### config.mk
export PLATFORM = sky130hd
export DESIGN_NAME = svg_path_vertex_decoder_top
export DESIGN_NICKNAME = d
export VERILOG_FILES = /design/src/hdl/svd_pkg.sv /design/src/hdl/svd_in_stage.sv /design/src/hdl/svd_core.sv /design/src/hdl/svd_out_stage.sv /design/src/hdl/svg_path_vertex_decoder_top.sv
export SDC_FILE = /design/constraint.sdc
export NUM_CORES = 1
export LEC_CHECK = 0
export BUFFER_PORTS_ARGS = -buffer_cell sky130_fd_sc_hd__buf_4
export CORE_MARGIN = 2
export CORE_UTILIZATION = 41
export DETAILED_ROUTE_END_ITERATION = 10
export GPL_ROUTABILITY_DRIVEN = 0
export SLEW_MARGIN = 20
export SYNTH_ARGS = -nofsm -noshare
export SYNTH_HDL_FRONTEND = slang
export SYNTH_SLANG_ARGS = --single-unit
### constraint.sdc
create_clock -name clk_i -period 7.6 [get_ports clk_i]
set_input_delay 0.38 -clock clk_i [delete_from_list [all_inputs] [get_ports clk_i]]
set_output_delay 0.38 -clock clk_i [all_outputs]
set_load 0.05 [all_outputs]
### src/hdl/svd_pkg.sv
// ----------------------------------------------------------------------------
// svd_pkg
// Shared types and constants of the path vertex decoder.
// ----------------------------------------------------------------------------
package svd_pkg;

  // Default width of the internal coordinate registers.
  localparam int unsigned CoordWidthDef = 32;

  // Width of the numeric fields on the ports.
  localparam int unsigned PortWidth = 32;

  // Token kinds.
  typedef enum logic [1:0] {
    KIND_LETTER     = 2'd0,
    KIND_NUMBER     = 2'd1,
    KIND_LETTER_NUM = 2'd2,
    KIND_END        = 2'd3
  } kind_e;

  // Command letters, ASCII.
  localparam logic [7:0] LtrMUp = 8'h4D;
  localparam logic [7:0] LtrMLo = 8'h6D;
  localparam logic [7:0] LtrLUp = 8'h4C;
  localparam logic [7:0] LtrLLo = 8'h6C;
  localparam logic [7:0] LtrVUp = 8'h56;
  localparam logic [7:0] LtrVLo = 8'h76;
  localparam logic [7:0] LtrHUp = 8'h48;
  localparam logic [7:0] LtrHLo = 8'h68;
  localparam logic [7:0] LtrZUp = 8'h5A;
  localparam logic [7:0] LtrZLo = 8'h7A;
  localparam logic [7:0] LtrAUp = 8'h41;
  localparam logic [7:0] LtrALo = 8'h61;

  // One input token word.
  typedef struct packed {
    kind_e                 kind;
    logic [7:0]            letter;
    logic [PortWidth-1:0]  value;
  } in_word_t;

  // One result word.
  typedef struct packed {
    logic [PortWidth-1:0]  vert_x;
    logic [PortWidth-1:0]  vert_y;
    logic                  path_done;
  } res_word_t;

endpackage

### src/hdl/svd_in_stage.sv
// ----------------------------------------------------------------------------
// svd_in_stage
// Input register of the decoder: holds one token word until the core takes it.
// ----------------------------------------------------------------------------
module svd_in_stage (
  input  logic               clk_i,
  input  logic               rst_ni,
  input  logic               in_valid_i,
  output logic               in_stall_o,
  input  svd_pkg::in_word_t  in_word_i,
  input  logic               out_ready_i,
  output logic               adv_o,
  output svd_pkg::in_word_t  word_o
);

  logic              valid_d, valid_q;
  svd_pkg::in_word_t word_q;
  logic              accept;

  // The held word moves on whenever the result slot can take it.
  assign adv_o      = valid_q & out_ready_i;
  assign in_stall_o = valid_q & ~adv_o;
  assign accept     = in_valid_i & ~in_stall_o;
  assign word_o     = word_q;

  always_comb begin
    valid_d = valid_q;
    if (accept) begin
      valid_d = 1'b1;
    end else if (adv_o) begin
      valid_d = 1'b0;
    end
  end

  always_ff @(posedge clk_i or negedge rst_ni) begin
    if (!rst_ni) begin
      valid_q <= 1'b0;
    end else begin
      valid_q <= valid_d;
    end
  end

  // Payload needs no reset.
  always_ff @(posedge clk_i) begin
    if (accept) begin
      word_q <= in_word_i;
    end
  end

endmodule

### src/hdl/svd_core.sv
// ----------------------------------------------------------------------------
// svd_core
// Path state registers and the single-pass token decode with saturating adds.
// ----------------------------------------------------------------------------
module svd_core #(
  parameter int unsigned CoordWidth = svd_pkg::CoordWidthDef
) (
  input  logic               clk_i,
  input  logic               rst_ni,
  input  logic               adv_i,
  input  svd_pkg::in_word_t  word_i,
  output logic               emit_o,
  output svd_pkg::res_word_t res_o
);

  localparam int unsigned Pw = svd_pkg::PortWidth;
  localparam logic [CoordWidth-1:0] CoordMax = {1'b0, {(CoordWidth-1){1'b1}}};
  localparam logic [CoordWidth-1:0] CoordMin = {1'b1, {(CoordWidth-1){1'b0}}};

  // Path state.
  logic [7:0]            cmd_d, cmd_q;
  logic                  rel_d, rel_q;
  logic [CoordWidth-1:0] pos_x_d, pos_x_q, pos_y_d, pos_y_q;
  logic [CoordWidth-1:0] pend_x_d, pend_x_q;
  logic                  await_d, await_q;
  logic [CoordWidth-1:0] start_x_d, start_x_q, start_y_d, start_y_q;
  logic                  have_d, have_q;

  logic [CoordWidth-1:0] val;
  logic [CoordWidth-1:0] add_x_b;
  logic [CoordWidth:0]   sum_x, sum_y;
  logic [CoordWidth-1:0] sat_x, sat_y;
  logic [CoordWidth-1:0] out_x, out_y;
  logic                  out_done;
  logic [7:0]            cmd_eff;
  logic                  rel_eff;
  logic                  proceed;
  logic                  is_alpha;
  logic                  vtx;

  // Bring the port value into the coordinate range.
  if (CoordWidth == Pw) begin : g_val_eq
    assign val = word_i.value;
  end else if (CoordWidth > Pw) begin : g_val_wide
    assign val = {{(CoordWidth-Pw){word_i.value[Pw-1]}}, word_i.value};
  end else begin : g_val_narrow
    logic fits;
    assign fits = (&word_i.value[Pw-1:CoordWidth-1]) | ~(|word_i.value[Pw-1:CoordWidth-1]);
    assign val  = fits ? word_i.value[CoordWidth-1:0]
                       : (word_i.value[Pw-1] ? CoordMin : CoordMax);
  end

  // Saturating adders: x adds the pending x while a y is awaited, else the value.
  assign add_x_b = await_q ? pend_x_q : val;
  assign sum_x   = {pos_x_q[CoordWidth-1], pos_x_q} + {add_x_b[CoordWidth-1], add_x_b};
  assign sum_y   = {pos_y_q[CoordWidth-1], pos_y_q} + {val[CoordWidth-1], val};
  assign sat_x   = (sum_x[CoordWidth] != sum_x[CoordWidth-1])
                   ? (sum_x[CoordWidth] ? CoordMin : CoordMax) : sum_x[CoordWidth-1:0];
  assign sat_y   = (sum_y[CoordWidth] != sum_y[CoordWidth-1])
                   ? (sum_y[CoordWidth] ? CoordMin : CoordMax) : sum_y[CoordWidth-1:0];

  assign is_alpha = ((word_i.letter >= svd_pkg::LtrAUp) && (word_i.letter <= svd_pkg::LtrZUp))
                  | ((word_i.letter >= svd_pkg::LtrALo) && (word_i.letter <= svd_pkg::LtrZLo));

  // Token decode.
  always_comb begin
    cmd_d     = cmd_q;
    rel_d     = rel_q;
    pos_x_d   = pos_x_q;
    pos_y_d   = pos_y_q;
    pend_x_d  = pend_x_q;
    await_d   = await_q;
    start_x_d = start_x_q;
    start_y_d = start_y_q;
    have_d    = have_q;
    emit_o    = 1'b0;
    out_x     = '0;
    out_y     = '0;
    out_done  = 1'b0;
    cmd_eff   = cmd_q;
    rel_eff   = rel_q;
    proceed   = 1'b1;
    vtx       = 1'b0;

    if (word_i.kind == svd_pkg::KIND_END) begin
      // End of path keeps the command and clears the rest.
      rel_d     = 1'b0;
      pos_x_d   = '0;
      pos_y_d   = '0;
      pend_x_d  = '0;
      await_d   = 1'b0;
      start_x_d = '0;
      start_y_d = '0;
      have_d    = 1'b0;
      emit_o    = 1'b1;
      out_done  = 1'b1;
    end else if (await_q) begin
      // A y completes the pair; anything carrying a letter drops the pending x.
      await_d  = 1'b0;
      pend_x_d = '0;
      if (word_i.kind == svd_pkg::KIND_NUMBER) begin
        pos_x_d = rel_q ? sat_x : pend_x_q;
        pos_y_d = rel_q ? sat_y : val;
        if ((cmd_q == svd_pkg::LtrMUp) || (cmd_q == svd_pkg::LtrMLo)) begin
          cmd_d = rel_q ? svd_pkg::LtrLLo : svd_pkg::LtrLUp;
        end
        vtx = 1'b1;
      end
    end else begin
      if (word_i.kind != svd_pkg::KIND_NUMBER) begin
        if (!is_alpha) begin
          proceed = 1'b0;
        end else begin
          cmd_eff = word_i.letter;
          rel_eff = (word_i.letter >= svd_pkg::LtrALo);
          cmd_d   = cmd_eff;
          rel_d   = rel_eff;
          if ((word_i.kind == svd_pkg::KIND_LETTER) && (cmd_eff != svd_pkg::LtrZUp)
              && (cmd_eff != svd_pkg::LtrZLo)) begin
            proceed = 1'b0;
          end
        end
      end
      if (proceed) begin
        if (cmd_eff inside {svd_pkg::LtrMUp, svd_pkg::LtrMLo,
                            svd_pkg::LtrLUp, svd_pkg::LtrLLo}) begin
          pend_x_d = val;
          await_d  = 1'b1;
        end else if (cmd_eff inside {svd_pkg::LtrVUp, svd_pkg::LtrVLo}) begin
          pos_y_d = rel_eff ? sat_y : val;
          vtx     = 1'b1;
        end else if (cmd_eff inside {svd_pkg::LtrHUp, svd_pkg::LtrHLo}) begin
          pos_x_d = rel_eff ? sat_x : val;
          vtx     = 1'b1;
        end else if (cmd_eff inside {svd_pkg::LtrZUp, svd_pkg::LtrZLo}) begin
          // Close repeats the first vertex and leaves the position alone.
          if (have_q) begin
            emit_o = 1'b1;
            out_x  = start_x_q;
            out_y  = start_y_q;
          end
        end
      end
    end

    // A new vertex also records the first vertex of the path.
    if (vtx) begin
      emit_o = 1'b1;
      out_x  = pos_x_d;
      out_y  = pos_y_d;
      if (!have_q) begin
        have_d    = 1'b1;
        start_x_d = pos_x_d;
        start_y_d = pos_y_d;
      end
    end
  end

  // Result fields carry the low port bits of the coordinate, sign-extended when it is narrower.
  if (CoordWidth >= Pw) begin : g_out_wide
    assign res_o.vert_x = out_x[Pw-1:0];
    assign res_o.vert_y = out_y[Pw-1:0];
  end else begin : g_out_narrow
    assign res_o.vert_x = {{(Pw-CoordWidth){out_x[CoordWidth-1]}}, out_x};
    assign res_o.vert_y = {{(Pw-CoordWidth){out_y[CoordWidth-1]}}, out_y};
  end
  assign res_o.path_done = out_done;

  // State update on every word that leaves the input register.
  always_ff @(posedge clk_i or negedge rst_ni) begin
    if (!rst_ni) begin
      cmd_q     <= '0;
      rel_q     <= 1'b0;
      pos_x_q   <= '0;
      pos_y_q   <= '0;
      pend_x_q  <= '0;
      await_q   <= 1'b0;
      start_x_q <= '0;
      start_y_q <= '0;
      have_q    <= 1'b0;
    end else if (adv_i) begin
      cmd_q     <= cmd_d;
      rel_q     <= rel_d;
      pos_x_q   <= pos_x_d;
      pos_y_q   <= pos_y_d;
      pend_x_q  <= pend_x_d;
      await_q   <= await_d;
      start_x_q <= start_x_d;
      start_y_q <= start_y_d;
      have_q    <= have_d;
    end
  end

endmodule

### src/hdl/svd_out_stage.sv
// ----------------------------------------------------------------------------
// svd_out_stage
// Result register of the decoder: holds one result word until it is taken.
// ----------------------------------------------------------------------------
module svd_out_stage (
  input  logic                clk_i,
  input  logic                rst_ni,
  input  logic                adv_i,
  input  logic                emit_i,
  input  svd_pkg::res_word_t  res_i,
  output logic                out_ready_o,
  output logic                out_valid_o,
  input  logic                out_stall_i,
  output svd_pkg::res_word_t  res_o
);

  logic               valid_d, valid_q;
  svd_pkg::res_word_t res_q;

  // The slot is free when empty or when its word is taken this cycle.
  assign out_ready_o = ~valid_q | ~out_stall_i;
  assign out_valid_o = valid_q;
  assign res_o       = res_q;

  always_comb begin
    valid_d = valid_q;
    if (valid_q && !out_stall_i) begin
      valid_d = 1'b0;
    end
    if (adv_i) begin
      valid_d = emit_i;
    end
  end

  always_ff @(posedge clk_i or negedge rst_ni) begin
    if (!rst_ni) begin
      valid_q <= 1'b0;
    end else begin
      valid_q <= valid_d;
    end
  end

  always_ff @(posedge clk_i) begin
    if (adv_i && emit_i) begin
      res_q <= res_i;
    end
  end

endmodule

### src/hdl/svg_path_vertex_decoder_top.sv
// ----------------------------------------------------------------------------
// svg_path_vertex_decoder_top
// Turns path tokens into polyline vertices and end-of-path markers.
// ----------------------------------------------------------------------------
// Usage:
//   Input channel (in_valid_i / in_stall_o) carries one token word: kind_i,
//   letter_i and value_i. Output channel (out_valid_o / out_stall_i) carries
//   one result word: vert_x_o, vert_y_o and path_done_o. A word moves at a
//   rising edge where valid is high and stall is low.
//   A token yields zero or one result. A token held in the input register is
//   decoded there, and its result enters the result register as the token
//   leaves; the receiver takes it from there when it does not stall.
//   Throughput is one token per cycle while the receiver does not stall; the
//   path state (one pair of saturating adders feeding the position registers)
//   is registered as each token leaves the input register.
//   Reset clears both registers' valid flags and the path state, with the
//   command cleared to the zero byte. While the receiver stalls, the result
//   holds, one more token waits in the input register, and then in_stall_o
//   rises until the result is taken.
// ----------------------------------------------------------------------------
module svg_path_vertex_decoder_top #(
  parameter int unsigned CoordWidth = svd_pkg::CoordWidthDef
) (
  input  logic        clk_i,
  input  logic        rst_ni,
  input  logic        in_valid_i,
  output logic        in_stall_o,
  input  logic [1:0]  kind_i,
  input  logic [7:0]  letter_i,
  input  logic [31:0] value_i,
  output logic        out_valid_o,
  input  logic        out_stall_i,
  output logic [31:0] vert_x_o,
  output logic [31:0] vert_y_o,
  output logic        path_done_o
);

  svd_pkg::in_word_t  in_word;
  svd_pkg::in_word_t  held_word;
  svd_pkg::res_word_t core_res;
  svd_pkg::res_word_t out_res;
  logic               adv;
  logic               out_ready;
  logic               emit;

  assign in_word.kind   = svd_pkg::kind_e'(kind_i);
  assign in_word.letter = letter_i;
  assign in_word.value  = value_i;

  svd_in_stage u_in (
    .clk_i       (clk_i),
    .rst_ni      (rst_ni),
    .in_valid_i  (in_valid_i),
    .in_stall_o  (in_stall_o),
    .in_word_i   (in_word),
    .out_ready_i (out_ready),
    .adv_o       (adv),
    .word_o      (held_word)
  );

  svd_core #(
    .CoordWidth (CoordWidth)
  ) u_core (
    .clk_i  (clk_i),
    .rst_ni (rst_ni),
    .adv_i  (adv),
    .word_i (held_word),
    .emit_o (emit),
    .res_o  (core_res)
  );

  svd_out_stage u_out (
    .clk_i       (clk_i),
    .rst_ni      (rst_ni),
    .adv_i       (adv),
    .emit_i      (emit),
    .res_i       (core_res),
    .out_ready_o (out_ready),
    .out_valid_o (out_valid_o),
    .out_stall_i (out_stall_i),
    .res_o       (out_res)
  );

  assign vert_x_o    = out_res.vert_x;
  assign vert_y_o    = out_res.vert_y;
  assign path_done_o = out_res.path_done;

endmodule

==> Word level (Yosys, flattened, before mapping) <==
Index checks and enable logic that the tools add are counted.
{ "classes": {"addsub": 2, "magnitude_cmp": 4, "eq_ne": 22, "n_mux": 96, "n_bitwise": 10, "reduce_logical": 20} }
{ "op_table": {"columns": ["op", "n"], "rows": [
  ["32-bit two-way mux", 50],
  ["8-bit by 7-bit equality test with 1-bit output, second input constant", 12],
  ["32-bit by 32-bit adder with 33-bit output", 2],
  ["8-bit two-way mux", 7],
  ["1-bit two-way mux", 38],
  ["8-bit by 7-bit >= comparator with 1-bit output, second input constant", 2],
  ["8-bit by 7-bit <= comparator with 1-bit output, second input constant", 2],
  ["8-bit by 7-bit != test with 1-bit output, second input constant", 2],
  ["2-bit nonzero test", 5],
  ["1-bit logical AND", 6],
  ["6-bit two-way mux", 1],
  ["2-bit != test, second input constant", 3],
  ["3-bit nonzero test", 2],
  ["1-bit NOT", 5],
  ["4-bit AND reduction", 1],
  ["4-bit nonzero test", 1],
  ["1-bit AND", 3],
  ["3-bit AND reduction", 1],
  ["2-bit by 1-bit equality test with 1-bit output, second input constant", 1],
  ["2-bit equality test, second input constant", 1],
  ["2-bit zero test", 1],
  ["1-bit != test", 2],
  ["2-bit by 1-bit != test with 1-bit output, second input constant", 1],
  ["1-bit bitwise OR", 2],
  ["other kinds (3)", 3]
]} }
{ "totals": {"regBits": 280, "wordCells": 171} }

==> Depth between registers and ports, before layout <==
Gate-level depths: netlist of run 1.
{ "depth": {"depth_word": 18, "depth_mapped": 17, "depth_no_buf": 13} }

==> Hierarchy <==
A second synthesis of run 1 with hierarchy kept.
{ "hier_totals": {"hier_cells": 1969, "hier_area_um2": 18121.1} }
{ "by_module_without_submodules": {"columns": ["mod", "instances", "cells_each", "area_per_inst_um2"], "rows": [
  ["svd_core", 1, 1852, 14799.2],
  ["svd_out_stage", 1, 69, 1996.9],
  ["svd_in_stage", 1, 48, 1325.0]
]} }

==> Worst setup path before layout of run 1 <==
No wires, ideal clock.
{ "synth_timing": {"path_type": "flip-flop to flip-flop", "startpoint": "register u_in.word_q, in the netlist u_in.word_o[40]", "endpoint": "register u_out.res_q, in the netlist u_out.res_o[0], enable pin", "arrival_ps": 5375, "t_required_ps": 7071, "path_slack_ps": 1697, "stages_incl_launch_ff": 8, "n_path_buf": 1, "path_cell_list": "edfxtp_1 > nor2b_1 > clkbuf_1 > a31o_2 > o32ai_2 > o311a_2 > o211ai_4 > a31oi_1"} }
{ "synth_between": {"elab_chain_cells": 15, "word_cells_on_any_way": 44} }
{ "synth_lines": {"columns": ["element", "line", "rtl"], "rows": [
  ["from (decl)", "svd_in_stage.sv:17", "svd_pkg::in_word_t word_q;"],
  ["from (signal assigned)", "svd_in_stage.sv:46", "word_q <= in_word_i;"],
  ["2-bit by 1-bit != test with 1-bit output", "svd_core.sv:110", "if (word_i.kind != svd_pkg::KIND_NUMBER) begin"],
  ["8-bit two-way mux", "svd_core.sv:110", null],
  ["8-bit two-way mux", "svd_core.sv:97", "end else if (await_q) begin"],
  ["8-bit two-way mux", "svd_core.sv:85", "if (word_i.kind == svd_pkg::KIND_END) begin"],
  ["8-bit by 7-bit equality test with 1-bit output", "svd_core.sv:135", "end else if (cmd_eff inside {svd_pkg::LtrZUp, svd_pkg::LtrZLo}) begin"],
  ["2-bit nonzero test", "svd_core.sv:135", null],
  ["1-bit two-way mux", "svd_core.sv:135", null],
  ["1-bit two-way mux", "svd_core.sv:132", "end else if (cmd_eff inside {svd_pkg::LtrHUp, svd_pkg::LtrHLo}) begin"],
  ["1-bit two-way mux", "svd_core.sv:129", "end else if (cmd_eff inside {svd_pkg::LtrVUp, svd_pkg::LtrVLo}) begin"],
  ["1-bit two-way mux", "svd_core.sv:125", "if (cmd_eff inside {svd_pkg::LtrMUp, svd_pkg::LtrMLo,"],
  ["1-bit two-way mux", "svd_core.sv:124", "if (proceed) begin"],
  ["1-bit two-way mux", "svd_core.sv:97", null],
  ["1-bit two-way mux", "svd_core.sv:85", null],
  ["1-bit two-way mux (*)", "svd_core.sv:147", "if (vtx) begin"],
  ["1-bit logical AND (*)", "svd_out_stage.sv:44", "if (adv_i && emit_i) begin"],
  ["to (signal assigned)", "svd_out_stage.sv:45", "res_q <= res_i;"],
  ["to (decl)", "svd_out_stage.sv:18", "svd_pkg::res_word_t res_q;"]
]} }
Mark *: on every way between the ends. The rest lies on a longest branch, timed or not. The select of a mux whose other input is x is not followed.
A chain may end at the register's enable or synchronous reset.

==> summary.md, run 1 <==
| Metric | Value |
|---|---|
| Area grow syn2layout | `13.0%` |
| Vias in the first global route | `17.1k` |
| Crit path arrival time | `5700 ps` |
| Largest net degree at the start of global routing | `91` |
| Hpwl dp | `47.9 mm` |
| Max Root-Sink Buffers | `3` |
| Row count | `78` |
| Initial antenna violation count | `1` |
| Setup tns final | `0 ps` |
| Clock Skew | `30.1 ps` |
| Unrepaired setup endpoints after global routing | `no` |
| Cts bufs inserted | `34` |
| Via count | `17.9k` |
| # IOs | `roughly 110` |
| PD cells | `359 nW/um^2` |
| Post-CTS Resized | `0` |
| CTS tree | `built` |
| Register area share after synthesis | `about two fifths` |
| Slowest-stage cell, CP | `dfrtp_2` |
| WP buf/inv | `2` |
| Initial Util | `41.4%` |
| Gr usage total | `between 20 and 30%` |
| Core area | `approximately 45000 um^2` |
| Reg-to-reg slack, setup | `2170 ps` |
| Drt pass-1 iters | `6` |
| Hold Path Class | `in2reg` |
| Synth area leader | `dfrtp_1` |
| P_leak | `8.46 nW` |
| Root Buffer | `clkbuf_16` |
| Period utilization | `71.4%` |
| # setup viols final | `0` |
| Critical path data required time | `7870 ps` |
| Worst r2r dst | `u_out.res_o[53]` |
| Max-Slew Margin vs Limit | `25.4%` |
| Post-synth top cells | `nand2_1, o21ai_0, a21oi_1` |
| DRT Wirelength | `69.9 mm` |
| Async S/R FF share, synth | `61.6%` |
| Min-Delay Path Depth | `1` |
| Status | `finished clean` |
| Layout cells sized above 1 | `between 15 and 20%` |
| Peak supply drop | `approximately 0.00018 V` |
| Worst skew pair latency | `560 ps` |
| Detailed-route DRC error count | `0` |
| Yosys warning total | `0` |
| WL/cell | `25.7 um` |
| MaxCap Viol Count | `0` |
| Critical R2R Launch | `u_core.await_q` |
| Final nets | `2205` |
| Slew Limit Fails | `0` |
| Crit-path most repeated cell | `buf_4` |
| DIE AREA | `47400 um^2` |
| Worst Path Max Fanout | `40` |
| Synth Cell Area | `18700 um^2` |
| Synth Net Count | `2166` |
| Post-synth EDFFs | `107` |
| Max Clock Freq | `184 MHz` |
| Congestion Overflow GR | `0` |
| Max H-tree Level | `2` |
| Mean Syn Cell Area | `9.11 um^2` |
| Clock sink total | `279` |
| Yosys top cell area share | `23.0%` |
| First-pass GRT wire length | `around 110 mm` |
| Tmin final | `5430 ps` |
| Seq cells post-synth | `279` |
| Prevailing post-synth register cell | `dfrtp_1` |
| Hold Fails Final Rpt | `0` |
| Top cell family by delay on the critical path | `compound AO/OA/AOI/OAI gates` |
| Count leader, synth | `nand2_1` |
| Worst-path clk slew | `70 ps` |
| Crit end category | `register` |
| Postcts setup bufs | `0` |
| Hold Crit Endpoint | `u_in.word_o[17]` |
| Mapped Cells | `2054` |
| Synth cell types | `~100` |
| Critical Path, Cell by Cell | `buf_4, mux2_2, ha_1, a21oi_1, o21ai_2, o2111ai_2, a31oi_1, o21ai_1, a21boi_2, nor3_1, buf_4, o22ai_1, a221oi_1, o21ai_0` |
| Initial drt markers | `2136` |
| Slew @ Worst Pin | `1120 ps` |
| Via/cell ratio | `approximately 6.6` |
| Crit path kind | `reg2reg` |
| Total power | `0.00759 W` |
| R2R depth | `14` |
| Critical Path Max Stage Delay | `940 ps` |
| Min-Delay Startpoint | `value_i[17]` |
| Die W | `218 um` |
| Post-DRT Antenna Nets | `0` |
| Die Height | `218 um` |
| Crit start category | `register` |
| Synth top area cells | `dfrtp_1, edfxtp_1, o21ai_0` |
| I/O Buffers | `around 110` |
## timing repair
action	in CTS	in global routing
endpoints found under the setup margin	0	0
hold buffers	14	0
endpoints found under the hold margin	68	0
## through the flow
step | worst slack [ps] | utilization, % | area, um^2 | cells | hold WS, ps
final | 2170 | 46.8 | 21200 | 2719 | 14.1
after CTS | 2290 | 46.8 | 21100 | 2718 | 1.14
after floorplan | 1700 | - | 18700 | 2054 | 84.4
after detailed placement | 2340 | 44.1 | 19900 | 2643 | 381
after global placement | 2540 | 44.1 | 19900 | 2643 | 373
after global routing | 1820 | 46.8 | 21200 | 2718 | 8.02
## layout make-up
type / instances / area [um^2]
multi-input combinational: 1600 / 10500
inverter: 20 / 75.1
clock buffer: 49 / 980
timing repair buffer: 158 / 1230
sequential: 279 / 7520
fill: 4289 / 24000
antenna: 1 / 2.50
clock inverter: 12 / 116
tap: 600 / 751
## sequential cells by signal, summed over array words and instances, names as in the netlist
name / count
u_core.pend_x_q: 32
u_out.res_o: 65
u_core.rel_q: 1
u_core.cmd_q: 7
u_core.pos_x_q: 32
u_core.start_y_q: 32
u_core.start_x_q: 32
u_core.have_q: 1
u_core.await_q: 1
u_core.pos_y_q: 32
u_in.valid_q: 1
u_out.out_valid_o: 1
u_in.word_o: 42
## per-layer routing
metal	vias to the layer above	GRT usage [%]	wire (um)
met5	-	0	0
li1	7943	-	-
met1	8690	42.2	30000
met3	196	5.59	7100
met4	0	15.6	3880
met2	1025	41.7	28900
## cell usage in the layout (no fill, tap or decap), drive strengths merged, types with 12 or more instances in the layout
| master | count |
|---|---|
| and3 | 13 |
| inv | 19 |
| a21oi | 179 |
| xnor2 | 28 |
| nor3 | 37 |
| a211oi | 34 |
| a31oi | 30 |
| o21a | 18 |
| dlygate4sd3 | 14 |
| a22o | 86 |
| buf | 143 |
| o21ai | 245 |
| dfrtp | 172 |
| o31ai | 16 |
| nor2 | 110 |
| o221ai | 37 |
| nand3 | 42 |
| o22ai | 26 |
| edfxtp | 107 |
| mux2 | 53 |
| nand2 | 255 |
| o211ai | 26 |
| xor2 | 25 |
| nor4 | 25 |
| clkbuf | 50 |
| nand4 | 22 |
| a21o | 39 |
| ha | 64 |
| o221a | 12 |
| nand2b | 14 |
## worst max-delay path by stage
stage / depth (start not counted) / start / to
2_1_floorplan: 7 / u_in.word_o[40] / u_out.res_o[0]
3_3_place_gp: 14 / u_core.await_q / u_out.res_o[53]
3_5_place_dp: 14 / u_core.await_q / u_out.res_o[53]
4_1_cts: 14 / u_core.await_q / u_out.res_o[53]
5_1_grt: 13 / u_core.await_q / u_out.res_o[51]
6_report: 14 / u_core.await_q / u_out.res_o[53]
## where the power goes
| group | switching [W] | internal (W) |
|---|---|---|
| combinational | 0.00243 | 0.00127 |
| clock | 0.000671 | 0.000967 |
| sequential | 0.000361 | 0.00189 |
| total | 0.00347 | 0.00412 |
## cells by family after synthesis
| group | after synthesis | synth area share [%] |
|---|---|---|
| adder cells (fa/ha/maj) | 68 | 4.60 |
| flip-flops | 279 | 40.2 |
| buffers and inverters | 175 | 4.21 |
| AO/OA/AOI/OAI | 855 | 30.9 |
| AND/OR/NAND/NOR | 563 | 14.1 |
| XOR/XNOR | 53 | 2.48 |
| multiplexers | 61 | 3.62 |
## worst register-to-register path: stages, from the launching register on
cell	delay, ps
dfrtp_2	940
buf_4	430
mux2_2	380
ha_1	340
a21oi_1	190
o21ai_2	120
o2111ai_2	310
a31oi_1	210
o21ai_1	300
a21boi_2	260
nor3_1	690
buf_4	310
o22ai_1	110
a221oi_1	390
o21ai_0	150
Power figures use the tool's default switching activity.
==> inputs of run 2 (changes only) <==
Clock period 7.6 ns to 4.4 ns, I/O delays scaled along.
==> run 2 against run 1 <==
Net effect: critical path depth decreased by 4; setup slack got worse by 2000 ps; global-route usage increased by 0.85 points; design area increased by 6.6%; clock power increased by 85%; sequential power increased by 71%; clock-buffer cell count decreased by 1; critical path type unchanged.
==> summary.md, run 2 (synthesized netlist as in run 1, its figures left out) <==
| Metric | Value |
|---|---|
| Max Root-Sink Buffers | `3 (unchanged)` |
| Via count | `18.5k (+3.7%)` |
| Layout cells sized above 1 | `19.7% (+4.3 points)` |
| Drt pass-1 iters | `6 (unchanged)` |
| Commonest cells after routing, fill and taps aside | `nand2_1, buf_4, o21ai_0` |
| Worst Path Max Fanout | `15 (-63%)` |
| Root Buffer | `clkbuf_16` |
| Slew @ Worst Pin | `1120 ps (+8.12 ps)` |
| Critical R2R Launch | `u_in.word_o[24]` |
| Via/cell ratio | `6.47 (-1.5%)` |
| Congestion Overflow GR | `0 (unchanged)` |
| Non-Filler Instances | `2863 (+5.3%)` |
| Commonest non-fill, non-tap cell in the layout | `nand2_1` |
| Period utilization | `96.9% (+26 points)` |
| Reg area | `7520 um^2 (unchanged)` |
| WL/cell | `25.2 um (-2.1%)` |
| Initial Util | `41.4% (unchanged)` |
| Fill count | `4162 (-3.0%)` |
| Setup tns final | `0 ps (unchanged)` |
| P_leak | `9.21 nW (+8.8%)` |
| Worst skew pair latency | `560 ps (about the same)` |
| # setup viols final | `0 (unchanged)` |
| Detailed-route DRC error count | `0 (unchanged)` |
| Hold Path Class | `in2async` |
| Hold Fails Final Rpt | `0 (unchanged)` |
| Critical Path Max Stage Delay | `620 ps (-320 ps)` |
| Worst-path clk slew | `60 ps (about the same)` |
| Crit end category | `register` |
| # IOs | `113 (unchanged)` |
| Die W | `218 um (unchanged)` |
| Hpwl dp | `51.7 mm (+8.1%)` |
| DRT Wirelength | `72.0 mm (+3.1%)` |
| Clock Skew | `18.1 ps (-12.0 ps)` |
| Placed instance area | `20800 um^2 (+4.5%)` |
| PD cells | `614 nW/um^2 (+71%)` |
| I/O Buffers | `112 (unchanged)` |
| Crit path kind | `reg2reg` |
| Initial drt markers | `2095 (-1.9%)` |
| Peak supply drop | `0.000287 V (+58%)` |
| Slew Limit Fails | `0 (unchanged)` |
| Final nets | `2349 (+6.5%)` |
| Area grow syn2layout | `20.4%` |
| Placed insts | `2752 (+4.1%)` |
| Multi-input logic area | `10500 um^2 (+0.38%)` |
| Crit start category | `register` |
| Crit path arrival time | `4560 ps (-1140 ps)` |
| Critical path data required time | `4690 ps (-3180 ps)` |
| Max H-tree Level | `2 (unchanged)` |
| Initial antenna violation count | `0 (-1)` |
| Post-DRT Antenna Nets | `0 (unchanged)` |
| Max Clock Freq | `235 MHz (+27%)` |
| Setup crit start | `u_in.word_o[24]` |
| Vias in the first global route | `17.8k (+4.2%)` |
| Largest net degree at the start of global routing | `102 (+12%)` |
| Slowest-stage cell, CP | `a31oi_2` |
| Clock sink total | `279 (unchanged)` |
| Max-Slew Margin vs Limit | `24.8% (-0.54 points)` |
| CTS tree | `built` |
| Tmin final | `4260 ps (-1160 ps)` |
| First-pass GRT wire length | `109 mm (+2.8%)` |
| Die Height | `218 um (unchanged)` |
| Number of flip-flops in the largest register | `65 (unchanged)` |
| Status | `finished clean` |
| DIE AREA | `47400 um^2 (unchanged)` |
| Core area | `45200 um^2 (unchanged)` |
| Row count | `78 (unchanged)` |
| Cts bufs inserted | `34 (unchanged)` |
| Unrepaired setup endpoints after global routing | `no` |
| MaxCap Viol Count | `0 (unchanged)` |
| Gr usage total | `30.3% (+0.85 points)` |
| Critical Path, Cell by Cell | `ha_1, nand4_1, nor3_2, nand3_1, a211o_1, a31oi_2, a22o_4, nor3_1, or3_1, o21ai_0` |
| Fin area | `22500 um^2 (+6.6%)` |
-- run 2: worst paths after layout --
check / to / slack, ps / cells past startpoint
hold / removal: u_core.start_x_q[6] / 300 / 2
setup reg to reg: u_out.res_o[17] / 140 / 10
setup / recovery: u_out.res_o[17] / 140 / 10
min in group clk_i: u_in.word_o[19] / 380 / 2
hold reg to reg: u_core.cmd_q[6] / 470 / 1
max in group asynchronous: u_core.start_x_q[0] / 2860 / 3
-- run 2: worst max-delay path, delay by kind of cell (launching register included) --
| family | cells | cell delay, ps |
|---|---|---|
| flops | 1 | 540 |
| fa+ha+maj | 1 | 520 |
| simple gates | 5 | 1150 |
| compound gates | 4 | 1780 |
-- run 2: cell type report --
class	count	area share [%]
tap	600	3.33
sequential	279	33.4
multi-input combinational	1600	46.7
timing repair buffer	302	11.0
inverter	20	0.333
clock buffer	48	4.51
clock inverter	13	0.772
antenna	1	0.0111
-- run 2: repair_timing --
item / in CTS / in global routing
hold buffers: 46 / 0
buffers inserted: 0 / 3
pin swaps: 0 / 3
cloned: 0 / 0
gates resized for setup: 2 / 9
setup endpoints to repair: 1 / 35
hold endpoints to repair: 143 / 0
-- run 2: per-layer routing --
metal,wire length (um),GRT usage [%],up-vias
met5,0,0,-
met2,29400,43.4,1116
met4,4830,18.3,0
li1,-,-,8246
met1,30400,41.8,8957
met3,7400,6.30,204
-- run 2: through the flow --
stage | power [W] | hold WS (ps) | utilization (%) | worst slack, ps
3_3_place_gp | 0.0104 | 388 | 46.0 | 16.1
2_1_floorplan | 0.00829 | -75.6 | - | 40.4
4_1_cts | 0.0137 | 352 | 49.7 | 49.9
3_5_place_dp | 0.0105 | 387 | 46.0 | 3.97
5_1_grt | 0.0146 | 373 | 49.9 | 0.518
6_report | 0.0138 | 298 | 49.9 | 136
-- run 2: where the power goes --
group	internal, W	total (W)	switching (W)	leakage, nW
Combinational	0.00258	0.00697	0.00439	5.28
Sequential	0.00326	0.00384	0.000571	3.35
Clock	0.00185	0.00303	0.00118	0.575
